==> src/rtl/core/pbwt_pkg.sv <==
package pbwt_pkg;

   // widest length-delimited payload length, in bits
   localparam int LENGTH_BITS = 32;

   localparam logic [7:0] GROUP_MASK  = 8'h7F;
   localparam logic [7:0] MORE_BIT    = 8'h80;
   localparam int         SHIFT_LIMIT = 70;
   localparam logic [7:0] TYPE_MASK   = 8'h07;
   localparam int         MAX_GROUPS  = SHIFT_LIMIT / 7;

   // parser phases
   localparam logic [2:0] PH_TAG     = 3'd0;
   localparam logic [2:0] PH_VARINT  = 3'd1;
   localparam logic [2:0] PH_FIXED   = 3'd2;
   localparam logic [2:0] PH_LENGTH  = 3'd3;
   localparam logic [2:0] PH_PAYLOAD = 3'd4;
   localparam logic [2:0] PH_DROP    = 3'd5;

   // result kinds
   localparam logic [1:0] K_SCALAR  = 2'd0;
   localparam logic [1:0] K_HEADER  = 2'd1;
   localparam logic [1:0] K_PAYLOAD = 2'd2;
   localparam logic [1:0] K_ERROR   = 2'd3;

   // wire types
   localparam logic [2:0] WT_VARINT  = 3'd0;
   localparam logic [2:0] WT_FIXED64 = 3'd1;
   localparam logic [2:0] WT_LENGTH  = 3'd2;
   localparam logic [2:0] WT_FIXED32 = 3'd5;

   // error codes
   localparam logic [2:0] E_NONE   = 3'd0;
   localparam logic [2:0] E_WIRE   = 3'd1;
   localparam logic [2:0] E_FIELD0 = 3'd2;
   localparam logic [2:0] E_LONG   = 3'd3;
   localparam logic [2:0] E_TRUNC  = 3'd4;
   localparam logic [2:0] E_LENGTH = 3'd5;

   typedef struct packed {
      logic [63:0] acc;
      logic [3:0]  groups;
      logic        done;
      logic        too_long;
   } varint_type;

   typedef struct packed {
      logic [2:0]  error_code;
      logic [7:0]  payload_byte;
      logic [63:0] value;
      logic [2:0]  wire_type;
      logic [31:0] field_number;
   } result_type;

   // fold one base-128 group into the accumulator; bits past 63 are lost
   function automatic varint_type varint_step(logic [63:0] acc, logic [3:0] groups,
                                              logic [7:0] b);
      varint_type  r;
      logic [6:0]  shift;
      logic [63:0] grp;
      logic [4:0]  next_groups;
      shift       = 7'(groups) * 7'd7;
      grp         = {56'd0, b & GROUP_MASK};
      next_groups = 5'(groups) + 5'd1;
      r.acc       = acc;
      if (shift < 7'd64) begin
         r.acc = acc | (grp << shift[5:0]);
      end
      r.groups   = next_groups[3:0];
      r.done     = (b & MORE_BIT) == 8'd0;
      r.too_long = !r.done && (next_groups >= 5'(MAX_GROUPS));
      return r;
   endfunction

endpackage

==> src/rtl/core/protobuf_wire_tokenizer.sv <==
// Protocol buffers wire-format tokenizer. Feed the encoded message one byte per request
// with req_tlast on its final byte; the block takes one byte per clock while rsp_tready
// stays high, each byte updating the parser state as it is taken and any result landing
// in an output register, shown in the cycle after its byte is taken. A scalar field
// gives one result (rsp_tuser = 0) when its value completes, a length-delimited field
// gives a header carrying its length (1) and then one result per payload byte (2), and
// an error (3) drops the remainder of the message up to and including its final byte.
// rsp_tlast echoes req_tlast of the byte that produced the result.
module protobuf_wire_tokenizer
   import pbwt_pkg::*;
(
   input  logic         clock,
   input  logic         reset,

   input  logic         req_tvalid,
   output logic         req_tready,
   input  logic [7:0]   req_tdata,   // [7:0] data_byte
   input  logic         req_tlast,   // last_byte

   output logic         rsp_tvalid,
   input  logic         rsp_tready,
   // [31:0] field_number, [34:32] wire_type, [98:35] value, [106:99] payload_byte,
   // [109:107] error_code, [111:110] zero
   output logic [111:0] rsp_tdata,
   output logic [1:0]   rsp_tuser,   // [1:0] kind
   output logic         rsp_tlast    // message_end
);

   logic [2:0]             phase_ff, phase_in;
   logic [63:0]            acc_ff, acc_in;
   logic [3:0]             groups_ff, groups_in;
   logic [31:0]            field_ff, field_in;
   logic [2:0]             wire_ff, wire_in;
   logic [3:0]             fixed_ff, fixed_in;
   logic [LENGTH_BITS-1:0] left_ff, left_in;

   logic                   rsp_valid_ff, rsp_valid_in;
   result_type             rsp_data_ff;
   logic [1:0]             rsp_kind_ff;
   logic                   rsp_end_ff;

   logic                   accept;
   logic                   emit;
   logic [1:0]             kind;
   result_type             res;
   logic [2:0]             err;
   varint_type             vs;
   logic [7:0]             b;
   logic                   last;
   logic [63:0]            fixed_acc;
   logic [3:0]             fixed_next;
   logic [3:0]             fixed_need;
   logic [LENGTH_BITS-1:0] left_next;
   logic [31:0]            tag_field;
   logic [2:0]             tag_wire;

   assign req_tready = !rsp_valid_ff || rsp_tready;
   assign accept     = req_tvalid && req_tready;
   assign b          = req_tdata;
   assign last       = req_tlast;

   assign vs         = varint_step(acc_ff, groups_ff, b);
   assign tag_field  = vs.acc[34:3];
   assign tag_wire   = vs.acc[2:0] & TYPE_MASK[2:0];
   assign fixed_acc  = acc_ff | ({56'd0, b} << {fixed_ff[2:0], 3'b000});
   assign fixed_next = fixed_ff + 4'd1;
   assign fixed_need = (wire_ff == WT_FIXED64) ? 4'd8 : 4'd4;
   assign left_next  = left_ff - LENGTH_BITS'(left_ff != '0);

   always_comb begin
      phase_in  = phase_ff;
      acc_in    = acc_ff;
      groups_in = groups_ff;
      field_in  = field_ff;
      wire_in   = wire_ff;
      fixed_in  = fixed_ff;
      left_in   = left_ff;
      emit      = 1'b0;
      kind      = K_SCALAR;
      res       = '0;
      err       = E_NONE;

      case (phase_ff)
         PH_TAG: begin
            if (vs.too_long) begin
               err = E_LONG;
            end else if (!vs.done) begin
               if (last) begin
                  err = E_TRUNC;
               end else begin
                  acc_in    = vs.acc;
                  groups_in = vs.groups;
               end
            end else begin
               field_in  = tag_field;
               wire_in   = tag_wire;
               acc_in    = '0;
               groups_in = '0;
               fixed_in  = '0;
               if (!(tag_wire inside {WT_VARINT, WT_FIXED64, WT_LENGTH, WT_FIXED32})) begin
                  err = E_WIRE;
               end else if (tag_field == 32'd0) begin
                  err = E_FIELD0;
               end else if (last) begin
                  err = E_TRUNC;
               end else if (tag_wire == WT_VARINT) begin
                  phase_in = PH_VARINT;
               end else if (tag_wire == WT_LENGTH) begin
                  phase_in = PH_LENGTH;
               end else begin
                  phase_in = PH_FIXED;
               end
            end
         end
         PH_VARINT: begin
            if (vs.too_long) begin
               err = E_LONG;
            end else if (!vs.done) begin
               if (last) begin
                  err = E_TRUNC;
               end else begin
                  acc_in    = vs.acc;
                  groups_in = vs.groups;
               end
            end else begin
               acc_in           = '0;
               groups_in        = '0;
               fixed_in         = '0;
               phase_in         = PH_TAG;
               emit             = 1'b1;
               kind             = K_SCALAR;
               res.field_number = field_ff;
               res.wire_type    = wire_ff;
               res.value        = vs.acc;
            end
         end
         PH_FIXED: begin
            if (fixed_next >= fixed_need) begin
               acc_in           = '0;
               groups_in        = '0;
               fixed_in         = '0;
               phase_in         = PH_TAG;
               emit             = 1'b1;
               kind             = K_SCALAR;
               res.field_number = field_ff;
               res.wire_type    = wire_ff;
               res.value        = fixed_acc;
            end else if (last) begin
               err = E_TRUNC;
            end else begin
               acc_in   = fixed_acc;
               fixed_in = fixed_next;
            end
         end
         PH_LENGTH: begin
            if (vs.too_long) begin
               err = E_LONG;
            end else if (!vs.done) begin
               if (last) begin
                  err = E_TRUNC;
               end else begin
                  acc_in    = vs.acc;
                  groups_in = vs.groups;
               end
            end else begin
               acc_in    = '0;
               groups_in = '0;
               fixed_in  = '0;
               if (|vs.acc[63:LENGTH_BITS]) begin
                  err = E_LENGTH;
               end else if (vs.acc != 64'd0 && last) begin
                  err = E_TRUNC;
               end else begin
                  left_in          = vs.acc[LENGTH_BITS-1:0];
                  phase_in         = (vs.acc == 64'd0) ? PH_TAG : PH_PAYLOAD;
                  emit             = 1'b1;
                  kind             = K_HEADER;
                  res.field_number = field_ff;
                  res.wire_type    = wire_ff;
                  res.value        = vs.acc;
               end
            end
         end
         PH_PAYLOAD: begin
            left_in = left_next;
            if (left_next == '0) begin
               phase_in = PH_TAG;
            end
            if (left_next != '0 && last) begin
               err = E_TRUNC;
            end else begin
               emit             = 1'b1;
               kind             = K_PAYLOAD;
               res.field_number = field_ff;
               res.wire_type    = wire_ff;
               res.payload_byte = b;
            end
         end
         PH_DROP: begin
            if (last) begin
               acc_in    = '0;
               groups_in = '0;
               fixed_in  = '0;
               left_in   = '0;
               phase_in  = PH_TAG;
            end
         end
         default: begin
            phase_in = PH_TAG;
         end
      endcase

      // any error clears the value state and skips to the end of the message
      if (err != E_NONE) begin
         acc_in         = '0;
         groups_in      = '0;
         fixed_in       = '0;
         left_in        = '0;
         phase_in       = last ? PH_TAG : PH_DROP;
         emit           = 1'b1;
         kind           = K_ERROR;
         res            = '0;
         res.error_code = err;
      end
   end

   always_comb begin
      rsp_valid_in = rsp_valid_ff;
      if (accept) begin
         rsp_valid_in = emit;
      end else if (rsp_tready) begin
         rsp_valid_in = 1'b0;
      end
   end

   always_ff @(posedge clock) begin
      if (reset) begin
         phase_ff     <= PH_TAG;
         acc_ff       <= '0;
         groups_ff    <= '0;
         field_ff     <= '0;
         wire_ff      <= '0;
         fixed_ff     <= '0;
         left_ff      <= '0;
         rsp_valid_ff <= 1'b0;
      end else begin
         rsp_valid_ff <= rsp_valid_in;
         if (accept) begin
            phase_ff  <= phase_in;
            acc_ff    <= acc_in;
            groups_ff <= groups_in;
            field_ff  <= field_in;
            wire_ff   <= wire_in;
            fixed_ff  <= fixed_in;
            left_ff   <= left_in;
         end
      end
   end

   // hold the result until it is taken
   always_ff @(posedge clock) begin
      if (accept && emit) begin
         rsp_data_ff <= res;
         rsp_kind_ff <= kind;
         rsp_end_ff  <= last;
      end
   end

   assign rsp_tvalid = rsp_valid_ff;
   assign rsp_tdata  = {2'b00, rsp_data_ff};
   assign rsp_tuser  = rsp_kind_ff;
   assign rsp_tlast  = rsp_end_ff;

endmodule

==> config.mk <==
export PLATFORM = sky130hd
export DESIGN_NAME = protobuf_wire_tokenizer
export DESIGN_NICKNAME = d
export VERILOG_FILES = /design/src/rtl/core/pbwt_pkg.sv /design/src/rtl/core/protobuf_wire_tokenizer.sv
export SDC_FILE = /design/constraint.sdc
export NUM_CORES = 1
export LEC_CHECK = 0
export ABC_CLOCK_PERIOD_IN_PS = 8800
export BUFFER_PORTS_ARGS = -buffer_cell sky130_fd_sc_hd__buf_2
export CAP_MARGIN = 30
export CORE_ASPECT_RATIO = 1.1
export CORE_UTILIZATION = 35
export CTS_CLUSTER_SIZE = 28
export DETAILED_ROUTE_END_ITERATION = 10
export PLACE_DENSITY = 0.63
export SYNTH_ARGS = -nofsm -noshare
export SYNTH_HDL_FRONTEND = slang
export SYNTH_SLANG_ARGS = --single-unit
==> constraint.sdc <==
create_clock -name clock -period 8.8 [get_ports clock]
set_input_delay 0.88 -clock clock [delete_from_list [all_inputs] [get_ports clock]]
set_output_delay 0.88 -clock clock [all_outputs]
set_load 0.02 [all_outputs]
# Word level (Yosys, flattened, before mapping)
# Index checks and enable logic that the tools add are counted.
# op_classes
n_addsub,3
n_mul,1
n_div,0
order_cmp,3
n_eq_ne,27
shift,2
n_mux,92
bitwise_logic,4
reduce_logical,31
# ops
op,count
$mux W99,7
$mux W64,8
$pmux W64 S3,2
$mux W32,6
$pmux W35 S4,1
$or A64 B64 Y64,2
$pmux W32 S3,1
$mux W3,30
$logic_not A32 Y1,2
$logic_not A64 Y1,1
$reduce_bool A32 Y1,2
$reduce_bool A64 Y1,1
$shl A7 B6 Y64,1
$shl A8 B6 Y64,1
$mux W4,12
$ne A3 B3 Y1 const B,14
$mux W35,1
$reduce_or A32 Y1,1
$sub A32 B1 Y32,1
$pmux W4 S3,2
$pmux W3 S6,1
$reduce_and A6 Y1,3
$mux W1,16
$pmux W3 S5,1
29 further kinds,46
# word_totals
ff_bits,256
latch_bits,0
ram_bits,0
rom_bits,0
inputBits,13
output_inout_bits,117
wordCells,178
mem_count,0

# Longest topological paths before layout
# Gate-level depths: netlist of run 1.
# logic_depth
depth_word,14
mapped_depth,24
depth_no_buf,18

# Least setup slack after synthesis of run 1
# Ideal clock, no wire load.
# synth_path
path_kind,register to register
start,register groups_ff[0]
end,"register rsp_data_ff, in the netlist rsp_tdata[0], enable pin"
setup_ns,0.487
arrival_time_ns,7.422
t_required_ns,8.313
setup_slack_ns,0.891
path_stages_with_launch,19
n_path_buf,2
path_cell_list,dfxtp_1 > buf_2 > clkinv_1 > fa_1 > inv_1 > ha_1 > inv_1 > fa_1 > clkbuf_1 > inv_1 > nand2_1 > o22ai_1 > or4_1 > a2111oi_2 > a31oi_1 > or3_1 > nor2_1 > o211a_1 > o311a_1
# synth_via
elab_chain_cells,14
word_cells_on_any_way,36
# synth_rtl
item,line,source
from (decl),protobuf_wire_tokenizer.sv:31,"logic [3:0] groups_ff, groups_in;"
from (signal assigned),protobuf_wire_tokenizer.sv:251,groups_ff <= groups_in;
$mul A4 B3 Y7,pbwt_pkg.sv:62,shift = 7'(groups) * 7'd7;
$shl A7 B6 Y64,pbwt_pkg.sv:67,r.acc = acc | (grp << shift[5:0]);
$or A64 B64 Y64,pbwt_pkg.sv:67,
$mux W64,pbwt_pkg.sv:66,if (shift < 7'd64) begin
$reduce_bool A64 Y1,protobuf_wire_tokenizer.sv:171,end else if (vs.acc != 64'd0 && last) begin
$logic_and A1 B1 Y1,protobuf_wire_tokenizer.sv:171,
$mux W3,protobuf_wire_tokenizer.sv:171,
$mux W3,protobuf_wire_tokenizer.sv:169,if (|vs.acc[63:LENGTH_BITS]) begin
$mux W3,protobuf_wire_tokenizer.sv:158,end else if (!vs.done) begin
$mux W3,protobuf_wire_tokenizer.sv:156,if (vs.too_long) begin
$pmux W3 S5,protobuf_wire_tokenizer.sv:83,case (phase_ff)
$reduce_bool A3 Y1,protobuf_wire_tokenizer.sv:214,if (err != E_NONE) begin
$mux W1 (*),protobuf_wire_tokenizer.sv:214,
$logic_and A1 B1 Y1 (*),protobuf_wire_tokenizer.sv:262,if (accept && emit) begin
to (signal assigned),protobuf_wire_tokenizer.sv:263,rsp_data_ff <= res;
to (decl),protobuf_wire_tokenizer.sv:38,result_type rsp_data_ff;
# Mark *: on every way between the ends. The rest lies on a longest branch, timed or not.
# A chain may end at the register's enable or synchronous reset.

# Worst setup path after layout of run 1
# layout_path
start,register groups_ff[0]
end,register acc_ff[61]
# layout_via
elab_chain_cells,14
word_cells_on_any_way,39
# layout_rtl
item,line,source
$mul A4 B3 Y7,pbwt_pkg.sv:62,
$shl A7 B6 Y64,pbwt_pkg.sv:67,
$or A64 B64 Y64,pbwt_pkg.sv:67,
$mux W64,pbwt_pkg.sv:66,
$reduce_bool A64 Y1,protobuf_wire_tokenizer.sv:171,
$logic_and A1 B1 Y1,protobuf_wire_tokenizer.sv:171,
$mux W3,protobuf_wire_tokenizer.sv:171,
$mux W3,protobuf_wire_tokenizer.sv:169,
$mux W3,protobuf_wire_tokenizer.sv:158,
$mux W3,protobuf_wire_tokenizer.sv:156,
$pmux W3 S5,protobuf_wire_tokenizer.sv:83,
$reduce_bool A3 Y1,protobuf_wire_tokenizer.sv:214,
"$ne A4 B4 Y1 (no line), or another cell as far along",n/a,
$reduce_and A6 Y1 (no line),n/a,
to (signal assigned),protobuf_wire_tokenizer.sv:250,acc_ff <= acc_in;
to (decl),protobuf_wire_tokenizer.sv:30,"logic [63:0] acc_ff, acc_in;"
# Parallel ways exist; a longest one is shown, timed or not. The select of a mux whose other input is x is not followed.

==> results of run 1 <==
==> through the flow <==
step | cell area, um2 | total power [uW] | util (%)
6_report | 16600 | 6180 | 40.3
5_1_grt | 16600 | 6540 | 40.3
4_1_cts | 16600 | 6140 | 40.3
3_5_place_dp | 15800 | 5040 | 38.3
3_3_place_gp | 15700 | 5000 | 38.2
2_1_floorplan | 14600 | 4150 | -
==> state kept, by name, summed over array words and instances, names as in the netlist <==
register	count
rsp_tvalid	1
rsp_tuser	2
left_ff	32
phase_ff	3
rsp_tlast	1
rsp_tdata	110
groups_ff	4
acc_ff	64
fixed_ff	4
wire_ff	3
field_ff	32
==> final cells by class <==
| class | instances | area (um2) | area share, % |
|---|---|---|---|
| Inverter | 59 | 221 | 1.33 |
| Clock buffer | 33 | 707 | 4.26 |
| Tap cell | 560 | 701 | 4.22 |
| Antenna cell | 1 | 2.50 | 0.0151 |
| Sequential cell | 256 | 6260 | 37.7 |
| Multi-Input combinational cell | 1175 | 7520 | 45.3 |
| Clock inverter | 15 | 115 | 0.693 |
| Timing Repair Buffer | 182 | 1080 | 6.53 |
==> power breakdown <==
group / switching (uW) / total (uW) / internal, uW / leakage, uW
registers: 196 / 1780 / 1580 / 0.00227
clock network: 494 / 1090 / 599 / 0.000403
logic: 2150 / 3310 / 1160 / 0.00357
==> logic make-up (layout without fill, tap and decap cells) <==
| logic type | after synthesis | in the layout | share of synthesized area [%] |
|---|---|---|---|
| buf+inv | 199 | 289 | 5.93 |
| mux | 23 | 23 | 2.11 |
| fa+ha+maj | 17 | 17 | 1.66 |
| simple gates | 581 | 581 | 21.1 |
| xor+xnor | 33 | 33 | 1.98 |
| compound gates | 519 | 519 | 24.3 |
| other cells | 1 | 3 | 0.0257 |
| flops | 256 | 256 | 42.9 |
==> Yosys cell counts (all sizes together) (8+ instances only) <==
cell type  instances
nor4              35
xnor2             18
clkbuf            95
o22ai             69
nand3             49
mux2              10
o31ai             11
dfxtp            143
inv               57
buf               45
or3               25
nor3              88
and2              16
a311oi            10
nor2             149
a211oi            77
a22oi             33
xor2              15
o31a               8
a21o              30
mux2i              9
nor2b             46
ha                13
a22o              30
edfxtp           113
a31oi             13
nand2             74
nand2b            34
o21ai             45
a21oi            136
nand4             12
==> placed cells by master, fill, tap and decap left out, types with 10 or more instances in the layout <==
cell type,Yosys,layout
clkbuf_16,0,26
nor2b_1,46,46
nor4_1,34,34
edfxtp_1,113,113
a31oi_1,13,13
nand2b_1,34,34
o21ai_0,40,38
inv_1,57,57
dfxtp_1,143,143
and2_1,16,16
nor3_1,77,75
nand4_1,12,12
nand3_1,49,49
a21oi_1,135,135
ha_1,13,13
nor2_1,148,146
a22o_1,30,30
a22oi_1,33,33
a21o_1,30,30
buf_4,6,48
nand2_1,74,74
a211oi_1,77,77
o22ai_1,69,69
xor2_1,15,15
or3_1,25,25
a311oi_1,10,10
nor3_2,11,11
buf_2,28,129
xnor2_1,18,18
==> metal layers <==
layer	wire length (um)	share of wire, %
met3	4660	8.9
met1	22100	42
met4	2240	4.3
met2	23300	44
met5	59	0.11
==> path summary, 6_finish.rpt <==
check | startpoint | end | cells after the start
max | groups_ff[0] | acc_ff[61] | 19
min | field_ff[30] | field_ff[30] | 2
max reg2reg | groups_ff[0] | acc_ff[61] | 19
min reg2reg | field_ff[30] | field_ff[30] | 2
==> worst reg2reg max path, cell delays in order, from the launching register on <==
cell and delay, ns:
dfxtp_1 0.33, clkinv_1 0.24, fa_1 0.54, inv_1 0.07, ha_1 0.20, inv_1 0.08
fa_1 0.55, xor2_1 0.78, buf_4 0.31, nor2_1 0.11, and4_1 0.25, a221o_1 0.38
or4_1 0.67, nor3_1 0.46, o2111ai_4 0.17, buf_4 0.30, nor3_4 0.26, buf_4 0.45
a22oi_1 0.22, a211oi_1 0.27
==> run summary, run 1 <==
Resized cells post-CTS - 0
LEAKAGE - 0.00624 uW
Max IR drop VDD - 0.170 mV
Async S/R FF share, synth - 0%
Headroom to the max-slew limit - 28.2%
CP arrival - 7.18 ns
Synth Cell Area - 14600 um2
GP Congestion - 0.956
Critical path peak fanout - 37
Layout cells sized above 1 - 15.8%
PD cells - 372 nW/um2
I/O pin cnt - 130
Total Wirelength - 52300 um
Minimum clock period - 6.72 ns
Residual DRC count - 0
WP data required - 9.26 ns
Core area - 41200 um2
Number of global-route vias before repair - 12.8k
DR iter-0 viols - 1680
Most frequent CP cell - buf_4
Synth Instances - 1629
Buffers on Ports - 127
CTS tree - done
Initial antenna violation count - 1
Layer with the highest usage - met2
Max-cap violations - 0
Dpl ws - 2.23 ns
Clock Tree Root - clkbuf_16
Clk sinks - 256
Worst path slowest cell - xor2_1
Setup TNS - 0 ns
Final net count - 1730
H-tree Lvls - 1
Remaining global-route overflow - 0
Finished Layout Cells - 2281
Startpoint types - flop
Final WS setup - 2.08 ns
Final Hold Vio Count - 0
ANT nets after route - 0
Sequential-to-total area share from yosys stat - 42.9%
CTS buffer count - 26
First-pass iteration count of the detailed router - 5
Die width - 197 um
Synthesis warning total - 0
Flops & latches, synth - 256
Die Ht - 216 um
Met2 Resource Use GR - 37.2%
Post-synth EDFFs - 113
Final clock skew - 0.0161 ns
CP Capture Type - flop
Clk buf depth - 3
Largest net degree at the start of global routing - 75
Synth top area share - 23.3%
Clk Latency, worst-skew pair - 0.57 ns
Status - completed
Netlist cell types - 87
Fmax - 149 MHz
First-pass GRT wire length - 78700 um
Full die area - 42500 um2
Worst-path clk slew - 0.07 ns
Final setup vio count - 0
DP Cell Count - 2232
Synth-to-layout area growth - 13.9%
Final period util - 76.4%
Synth area leader - edfxtp_1
Filler Cell Count - 4097
Initial Util - 35.4%
Tot GR Track Use - 23.9%
Worst-Margin Slew - 1.07 ns
Most used DFF post-synth - dfxtp_1
Slew Limit Fails - 0
Crit Path Category - flop to flop
Synth area leaders - edfxtp_1 23%, dfxtp_1 20%, a21oi_1 4.6%
Cells along the critical path - clkinv_1 -> fa_1 -> inv_1 -> ha_1 -> inv_1 -> fa_1 -> xor2_1 -> buf_4 -> nor2_1 -> and4_1 -> a221o_1 -> or4_1 -> nor3_1 -> o2111ai_4 -> buf_4 -> nor3_4 -> buf_4 -> a22oi_1 -> a211oi_1
Final hold slack - 0.494 ns
Postcts setup bufs - 0
Tightest Hold Check Type - flop to flop
DP HPWL - 35800 um
Global routing usage on met3 - 4.56%
GR Layer Usage met1 - 32.7%
WP buf/inv - 6
Row Count - 78
Largest stage delay on the critical path - 0.78 ns
RSZ-0062 raised after global routing - false
Mapped Avg Cell Area - 8.95 um2
Worst path top cell family by delay - simple AND/OR/NAND/NOR gates
Vias per inst - 6.00
Routed via count - 13.7k
Worst R2R Setup Slack - 2.08 ns
CTS Hold Bufs - 0
Routed len/inst - 22.9 um
Note: power is estimated with default switching activity, not from simulation.
==> inputs of run 2 (changes only) <==
--- a/config.mk
+++ b/config.mk
@@ -5,14 +5,14 @@
 export SDC_FILE = /design/constraint.sdc
 export NUM_CORES = 1
 export LEC_CHECK = 0
-export ABC_CLOCK_PERIOD_IN_PS = 8800
+export ABC_CLOCK_PERIOD_IN_PS = 6000
 export BUFFER_PORTS_ARGS = -buffer_cell sky130_fd_sc_hd__buf_2
 export CAP_MARGIN = 30
 export CORE_ASPECT_RATIO = 1.1
 export CORE_UTILIZATION = 35
 export CTS_CLUSTER_SIZE = 28
 export DETAILED_ROUTE_END_ITERATION = 10
-export PLACE_DENSITY = 0.63
+export PLACE_DENSITY = 0.64
 export SYNTH_ARGS = -nofsm -noshare
 export SYNTH_HDL_FRONTEND = slang
 export SYNTH_SLANG_ARGS = --single-unit
==> constraint.sdc (replaced) <==
create_clock -name clock -period 6 [get_ports clock]
set_input_delay 0.6 -clock clock [delete_from_list [all_inputs] [get_ports clock]]
set_output_delay 0.6 -clock clock [all_outputs]
set_load 0.02 [all_outputs]
==> run 2 against run 1 <==
Compared with the run above:
- sequential share of layout area is 1.1 points lower
- design area is 3.0% higher
- critical path depth stayed put
- wire length is 0.98% higher
- global-route usage is 0.15 points higher
- setup slack worse by 1.8 ns
- maximum frequency is 17% higher
- sequential power is 46% higher
- worst hold slack worse by 0.20 ns
- critical endpoint is now rsp_tdata[6]
- largest cell class unchanged
- largest power group unchanged
==> run summary, run 2 (same netlist as run 1, synthesis figures left out) <==
Status - completed
Final period util - 96.1% (+20 points)
Worst path slowest cell - or4_1
Headroom to the max-slew limit - 30.1% (+1.9 points)
CP arrival - 6.03 ns (-1.15 ns)
LEAKAGE - 0.00650 uW (+4.1%)
Residual DRC count - 0 (unchanged)
Tot GR Track Use - 24.1% (+0.15 points)
RSZ-0062 raised after global routing - false
Total Wirelength - 52800 um (+0.98%)
DP Cell Count - 2260 (+1.3%)
Minimum clock period - 5.77 ns (-0.954 ns)
Vias per inst - 5.99 (about the same)
Final setup vio count - 0 (unchanged)
Max IR drop VDD - 0.286 mV (+68%)
Die width - 197 um (unchanged)
Core area - 41200 um2 (unchanged)
Area of placed instances - 16100 um2 (+1.8%)
Clk Latency, worst-skew pair - 0.57 ns (about the same)
I/O pin cnt - 130 (unchanged)
Row Count - 78 (unchanged)
Max FFs per register - 110 (unchanged)
ANT nets after route - 0 (unchanged)
Clk buf depth - 3 (unchanged)
WP buf/inv - 2 (-4)
Final Instance Area - 17100 um2 (+3.0%)
H-tree Lvls - 1 (unchanged)
CTS buffer count - 26 (unchanged)
GP Congestion - 0.970 (+1.4%)
First-pass GRT wire length - 79200 um (+0.69%)
Largest net degree at the start of global routing - 81 (+8.0%)
Fmax - 173 MHz (+17%)
Commonest non-fill, non-tap cells in the layout - 145 x nor2_1, 141 x dfxtp_1, 134 x a21oi_1
Startpoint types - flop
Worst-path clk slew - 0.07 ns (about the same)
Max-cap violations - 0 (unchanged)
CTS tree - done
Crit Path Category - flop to flop
First-pass iteration count of the detailed router - 5 (unchanged)
Number of global-route vias before repair - 12.8k (-0.16%)
Cells along the critical path - or4_1 -> nor2_2 -> nand4_1 -> nor3_1 -> nand2_1 -> ha_1 -> ha_1 -> nor3b_1 -> nand3_1 -> mux2_2 -> o31ai_1 -> and3_1 -> nand4_1 -> a31oi_1 -> buf_4 -> o2111ai_4 -> or3_1 -> o311a_4 -> buf_12
Clock Tree Root - clkbuf_16
Most common cell after layout, fill and taps aside - nor2_1
Critical path peak fanout - 59 (+59%)
Slew Limit Fails - 0 (unchanged)
Final clock skew - 0.0247 ns (+0.00860 ns)
Finished Layout Cells - 2312 (+1.4%)
WP data required - 6.27 ns (-2.99 ns)
Layout cells sized above 1 - 18.1% (+2.3 points)
Full die area - 42500 um2 (unchanged)
Remaining global-route overflow - 0 (unchanged)
Ant diodes - 0 (-1)
Worst hold stages - 1 (-1)
DP HPWL - 36300 um (+1.4%)
Final net count - 1762 (+1.8%)
Routed via count - 13.9k (+1.3%)
Routed len/inst - 22.8 um (-0.38%)
Final Hold Vio Count - 0 (unchanged)
Initial Util - 35.4% (unchanged)
Buffers on Ports - 127 (unchanged)
Setup TNS - 0 ns (unchanged)
Critical Path Stages - 19 (unchanged)
CP Capture Type - flop
Largest stage delay on the critical path - 0.65 ns (-0.13 ns)
R2r worst-path depth - 19 (unchanged)
Synth-to-layout area growth - 17.3%
PD cells - 556 nW/um2 (+49%)
Initial antenna violation count - 1 (unchanged)
Tightest Hold Check Type - input pin to flop
Clk sinks - 256 (unchanged)
Worst-Margin Slew - 1.05 ns (-0.0259 ns)
Die Ht - 216 um (unchanged)
DR iter-0 viols - 1681 (+0.060%)
CTS Hold Bufs - 0 (unchanged)
Worst path top cell family by delay - simple AND/OR/NAND/NOR gates
==> run 2: path summary, 6_finish.rpt <==
| check | from | end | slack, ns |
|---|---|---|---|
| setup reg to reg | left_ff[16] | rsp_tdata[6] | 0.23 |
| hold reg to reg | field_ff[31] | field_ff[31] | 0.49 |
| setup / recovery | left_ff[16] | rsp_tdata[6] | 0.23 |
| hold / removal | req_tlast | rsp_tlast | 0.29 |
==> run 2: report_power, final <==
part	internal (uW)	switching, uW	leakage, uW
logic	1850	3190	0.00376
registers	2320	280	0.00227
clock network	1130	737	0.000469
==> run 2: per-stage QoR <==
step	hold slack, ns	power, uW	setup slack (ns)	utilization [%]
after global routing	0.298	10000	0.0712	41.5
after global placement	0.466	7490	0.141	39.0
after detailed placement	0.479	7540	0.0893	39.0
after floorplan	0.452	6060	0.0138	-
final	0.293	9510	0.233	41.5
after CTS	0.283	9430	0.0802	41.3
==> run 2: routing by layer <==
layer  global-route usage, %  share of wire [%]
met2                    37.9                 45
met3                    4.01                8.9
met4                    9.66                3.9
met5                       0              0.023
met1                    32.8                 42
==> run 2: final cells by class <==
type	count	area, um2
clock inverter	16	274
tap	560	701
sequential	256	6260
timing repair buffer	214	1410
multi-input combinational	1175	7540
inverter	59	223
clock buffer	32	693
fill	4108	24100
==> run 2: worst register-to-register path, cell delays in order, from the launching register on <==
cell       delay, ns
dfxtp_1         0.40
or4_1           0.65
nor2_2          0.18
nand4_1         0.22
nor3_1          0.19
nand2_1         0.08
ha_1            0.24
ha_1            0.26
nor3b_1         0.23
nand3_1         0.19
mux2_2          0.36
o31ai_1         0.33
and3_1          0.23
nand4_1         0.19
a31oi_1         0.23
buf_4           0.14
o2111ai_4       0.14
or3_1           0.50
o311a_4         0.46
buf_12          0.20
==> run 2: what timing repair did <==
item | 4_1_cts | 5_1_grt
endpoints found under the setup margin | 0 | 247
buffers inserted | 0 | 2
resized for setup | 0 | 14
==> inputs of run 3 (changes only) <==
--- a/config.mk
+++ b/config.mk
@@ -9,10 +9,11 @@
 export BUFFER_PORTS_ARGS = -buffer_cell sky130_fd_sc_hd__buf_2
 export CAP_MARGIN = 30
 export CORE_ASPECT_RATIO = 1.1
-export CORE_UTILIZATION = 35
+export CORE_MARGIN = 2
+export CORE_UTILIZATION = 55
 export CTS_CLUSTER_SIZE = 28
 export DETAILED_ROUTE_END_ITERATION = 10
-export PLACE_DENSITY = 0.64
+export PLACE_DENSITY = 0.88
 export SYNTH_ARGS = -nofsm -noshare
 export SYNTH_HDL_FRONTEND = slang
 export SYNTH_SLANG_ARGS = --single-unit
==> run 3 against run 2 <==
Compared with the run above:
- worst hold slack better by 0.030 ns
- design area down 2.9%
- sequential power about the same
- global-route usage up 10 points
- die area down 34%
- combinational power down 2%
- cell count down 9.6%
==> run summary, run 3 (same netlist as run 1, synthesis figures left out) <==
LEAKAGE - 0.00638 uW (-1.8%)
RSZ-0062 raised after global routing - false
Routed len/inst - 23.6 um (+3.3%)
Synth-to-layout area growth - 13.9%
Initial Util - 55.9% (+21 points)
Startpoint types - flop
Final WS setup - 0.254 ns (+0.0219 ns)
Die Ht - 175 um (-19%)
Layout cells sized above 1 - 17.3% (-0.83 points)
Status - completed
Largest stage delay on the critical path - 0.59 ns (-0.06 ns)
DP HPWL - 33900 um (-6.6%)
Worst-Margin Slew - 1.09 ns (+0.0366 ns)
Tot GR Track Use - 34.6% (+10 points)
Max IR drop VDD - 0.538 mV (+88%)
ANT nets after route - 0 (unchanged)
Commonest non-fill, non-tap cells in the layout - 146 x nor2_1, 143 x dfxtp_1, 135 x a21oi_1
Slew Limit Fails - 0 (unchanged)
Final clock skew - 0.0225 ns (-0.00222 ns)
PD cells - 554 nW/um2 (-0.33%)
Ant diodes - 0 (unchanged)
CP arrival - 6.03 ns (about the same)
Headroom to the max-slew limit - 27.5% (-2.6 points)
CTS tree - done
Final setup vio count - 0 (unchanged)
Residual DRC count - 0 (unchanged)
Total Wirelength - 49300 um (-6.6%)
Worst path top cell family by delay - simple AND/OR/NAND/NOR gates
Worst R2R Setup Slack - 0.25 ns (+0.02 ns)
Fmax - 174 MHz (+0.38%)
Final Hold Vio Count - 0 (unchanged)
CP Capture Type - flop
Worst path slowest cell - fa_1
CTS buffer count - 27 (+3.8%)
H-tree Lvls - 1 (unchanged)
Clk Latency, worst-skew pair - 0.56 ns (about the same)
Dpl ws - 0.127 ns (+0.0380 ns)
Full die area - 27800 um2 (-34%)
Die width - 159 um (-19%)
Tightest Hold Check Type - input pin to flop
Final net count - 1747 (-0.85%)
WP buf/inv - 5 (+3)
Top layer in use - met4
I/O pin cnt - 130 (unchanged)
First-pass GRT wire length - 76500 um (-3.5%)
Max FFs per register - 110 (unchanged)
Routed via count - 14.1k (+1.8%)
Clk sinks - 256 (unchanged)
Clk buf depth - 3 (unchanged)
GP Congestion - 1.03 (+5.8%)
Crit Path Category - flop to flop
Met3 WL post-DR - 6190 um (+32%)
Buffers on Ports - 127 (unchanged)
WP data required - 6.29 ns (+0.02 ns)
Most common cell after layout, fill and taps aside - nor2_1
First-pass iteration count of the detailed router - 6 (+1)
Initial antenna violation count - 0 (-1)
Final period util - 95.8% (-0.37 points)
DR iter-0 viols - 1717 (+2.1%)
Row Count - 62 (-21%)
M1 WL - 19100 um (-14%)
Met2 wire len - 21500 um (-10%)
Critical path peak fanout - 51 (-14%)
Max-cap violations - 0 (unchanged)
Worst-path clk slew - 0.06 ns (about the same)
Minimum clock period - 5.75 ns (-0.0219 ns)
Clock Tree Root - clkbuf_16
CTS Hold Bufs - 0 (unchanged)
Core area - 26100 um2 (-37%)
Number of global-route vias before repair - 13.3k (+4.1%)
Remaining global-route overflow - 0 (unchanged)
Cells along the critical path - clkinv_2 -> fa_1 -> inv_1 -> ha_1 -> inv_1 -> fa_1 -> buf_12 -> and4b_1 -> nor3_1 -> nand2b_1 -> o221ai_1 -> o31a_1 -> nor4_4 -> a31o_1 -> o2111ai_4 -> or3_1 -> o311a_4 -> buf_12
Largest net degree at the start of global routing - 90 (+11%)
Vias per inst - 6.75 (+13%)
Setup TNS - 0 ns (unchanged)
[run 3: changes by cell type in the layout (fill, tap and decap cells not counted), moves of 2 or more]
cell | previous run | this run
dfxtp_2 | 2 | 0
dfxtp_1 | 141 | 143
clkinv_4 | 2 | 4
buf_2 | 127 | 129
clkbuf_16 | 26 | 28
clkinv_2 | 4 | 6
inv_6 | 0 | 2
buf_12 | 9 | 7
bufinv_16 | 7 | 1
buf_4 | 76 | 61
clkbuf_1 | 4 | 2
[run 3: through the flow]
stage               util [%]  hold slack [ns]  area, um2  power (uW)  std cells
global route            63.7            0.324      16600        9710       2090
floorplan                  -            0.452      14600        6060       1630
global placement        60.1            0.471      15700        7350       2036
CTS                     63.6            0.302      16600        9090       2089
finish                  63.7            0.323      16600        9200       2090
detailed placement      60.2            0.475      15700        7400       2039
[run 3: worst paths after layout]
path	depth (start not counted)	startpoint	end
worst min register to register	2	field_ff[29]	field_ff[29]
worst max-delay path	18	groups_ff[0]	rsp_tdata[2]
worst min-delay path	1	req_tlast	rsp_tlast
worst max register to register	18	groups_ff[0]	rsp_tdata[2]
[run 3: routing by layer]
metal  up-vias  track usage (%)
met5         -                0
met4         0             15.9
met3       201             8.36
met2       970             52.8
met1      6645             46.6
li1       6299                -
[run 3: report_power, final]
part,internal (uW),leakage (uW),switching (uW)
sequential,2320,0.00227,278
clock,945,0.000441,728
combinational,1770,0.00367,3160
[run 3: cell type report]
class / instances / area, um2
repair buffers: 198 / 1250
clock inverters: 17 / 150
multi-input cells: 1175 / 7540
fillers: 2160 / 9460
inverters: 59 / 223
well taps: 352 / 440
flip-flops and latches: 256 / 6260
clock buffers: 33 / 749
[run 3: worst register-to-register path, cell delays in order (launching register included)]
cell       delay (ns)
dfxtp_1          0.36
clkinv_2         0.09
fa_1             0.47
inv_1            0.06
ha_1             0.19
inv_1            0.08
fa_1             0.59
buf_12           0.17
and4b_1          0.21
nor3_1           0.29
nand2b_1         0.19
o221ai_1         0.24
o31a_1           0.35
nor4_4           0.49
a31o_1           0.26
o2111ai_4        0.14
or3_1            0.49
o311a_4          0.52
buf_12           0.24
[run 3: timing repair]
item	in CTS	in global routing
endpoints found under the setup margin	0	168
setup buffers	0	0
resized for setup	0	5
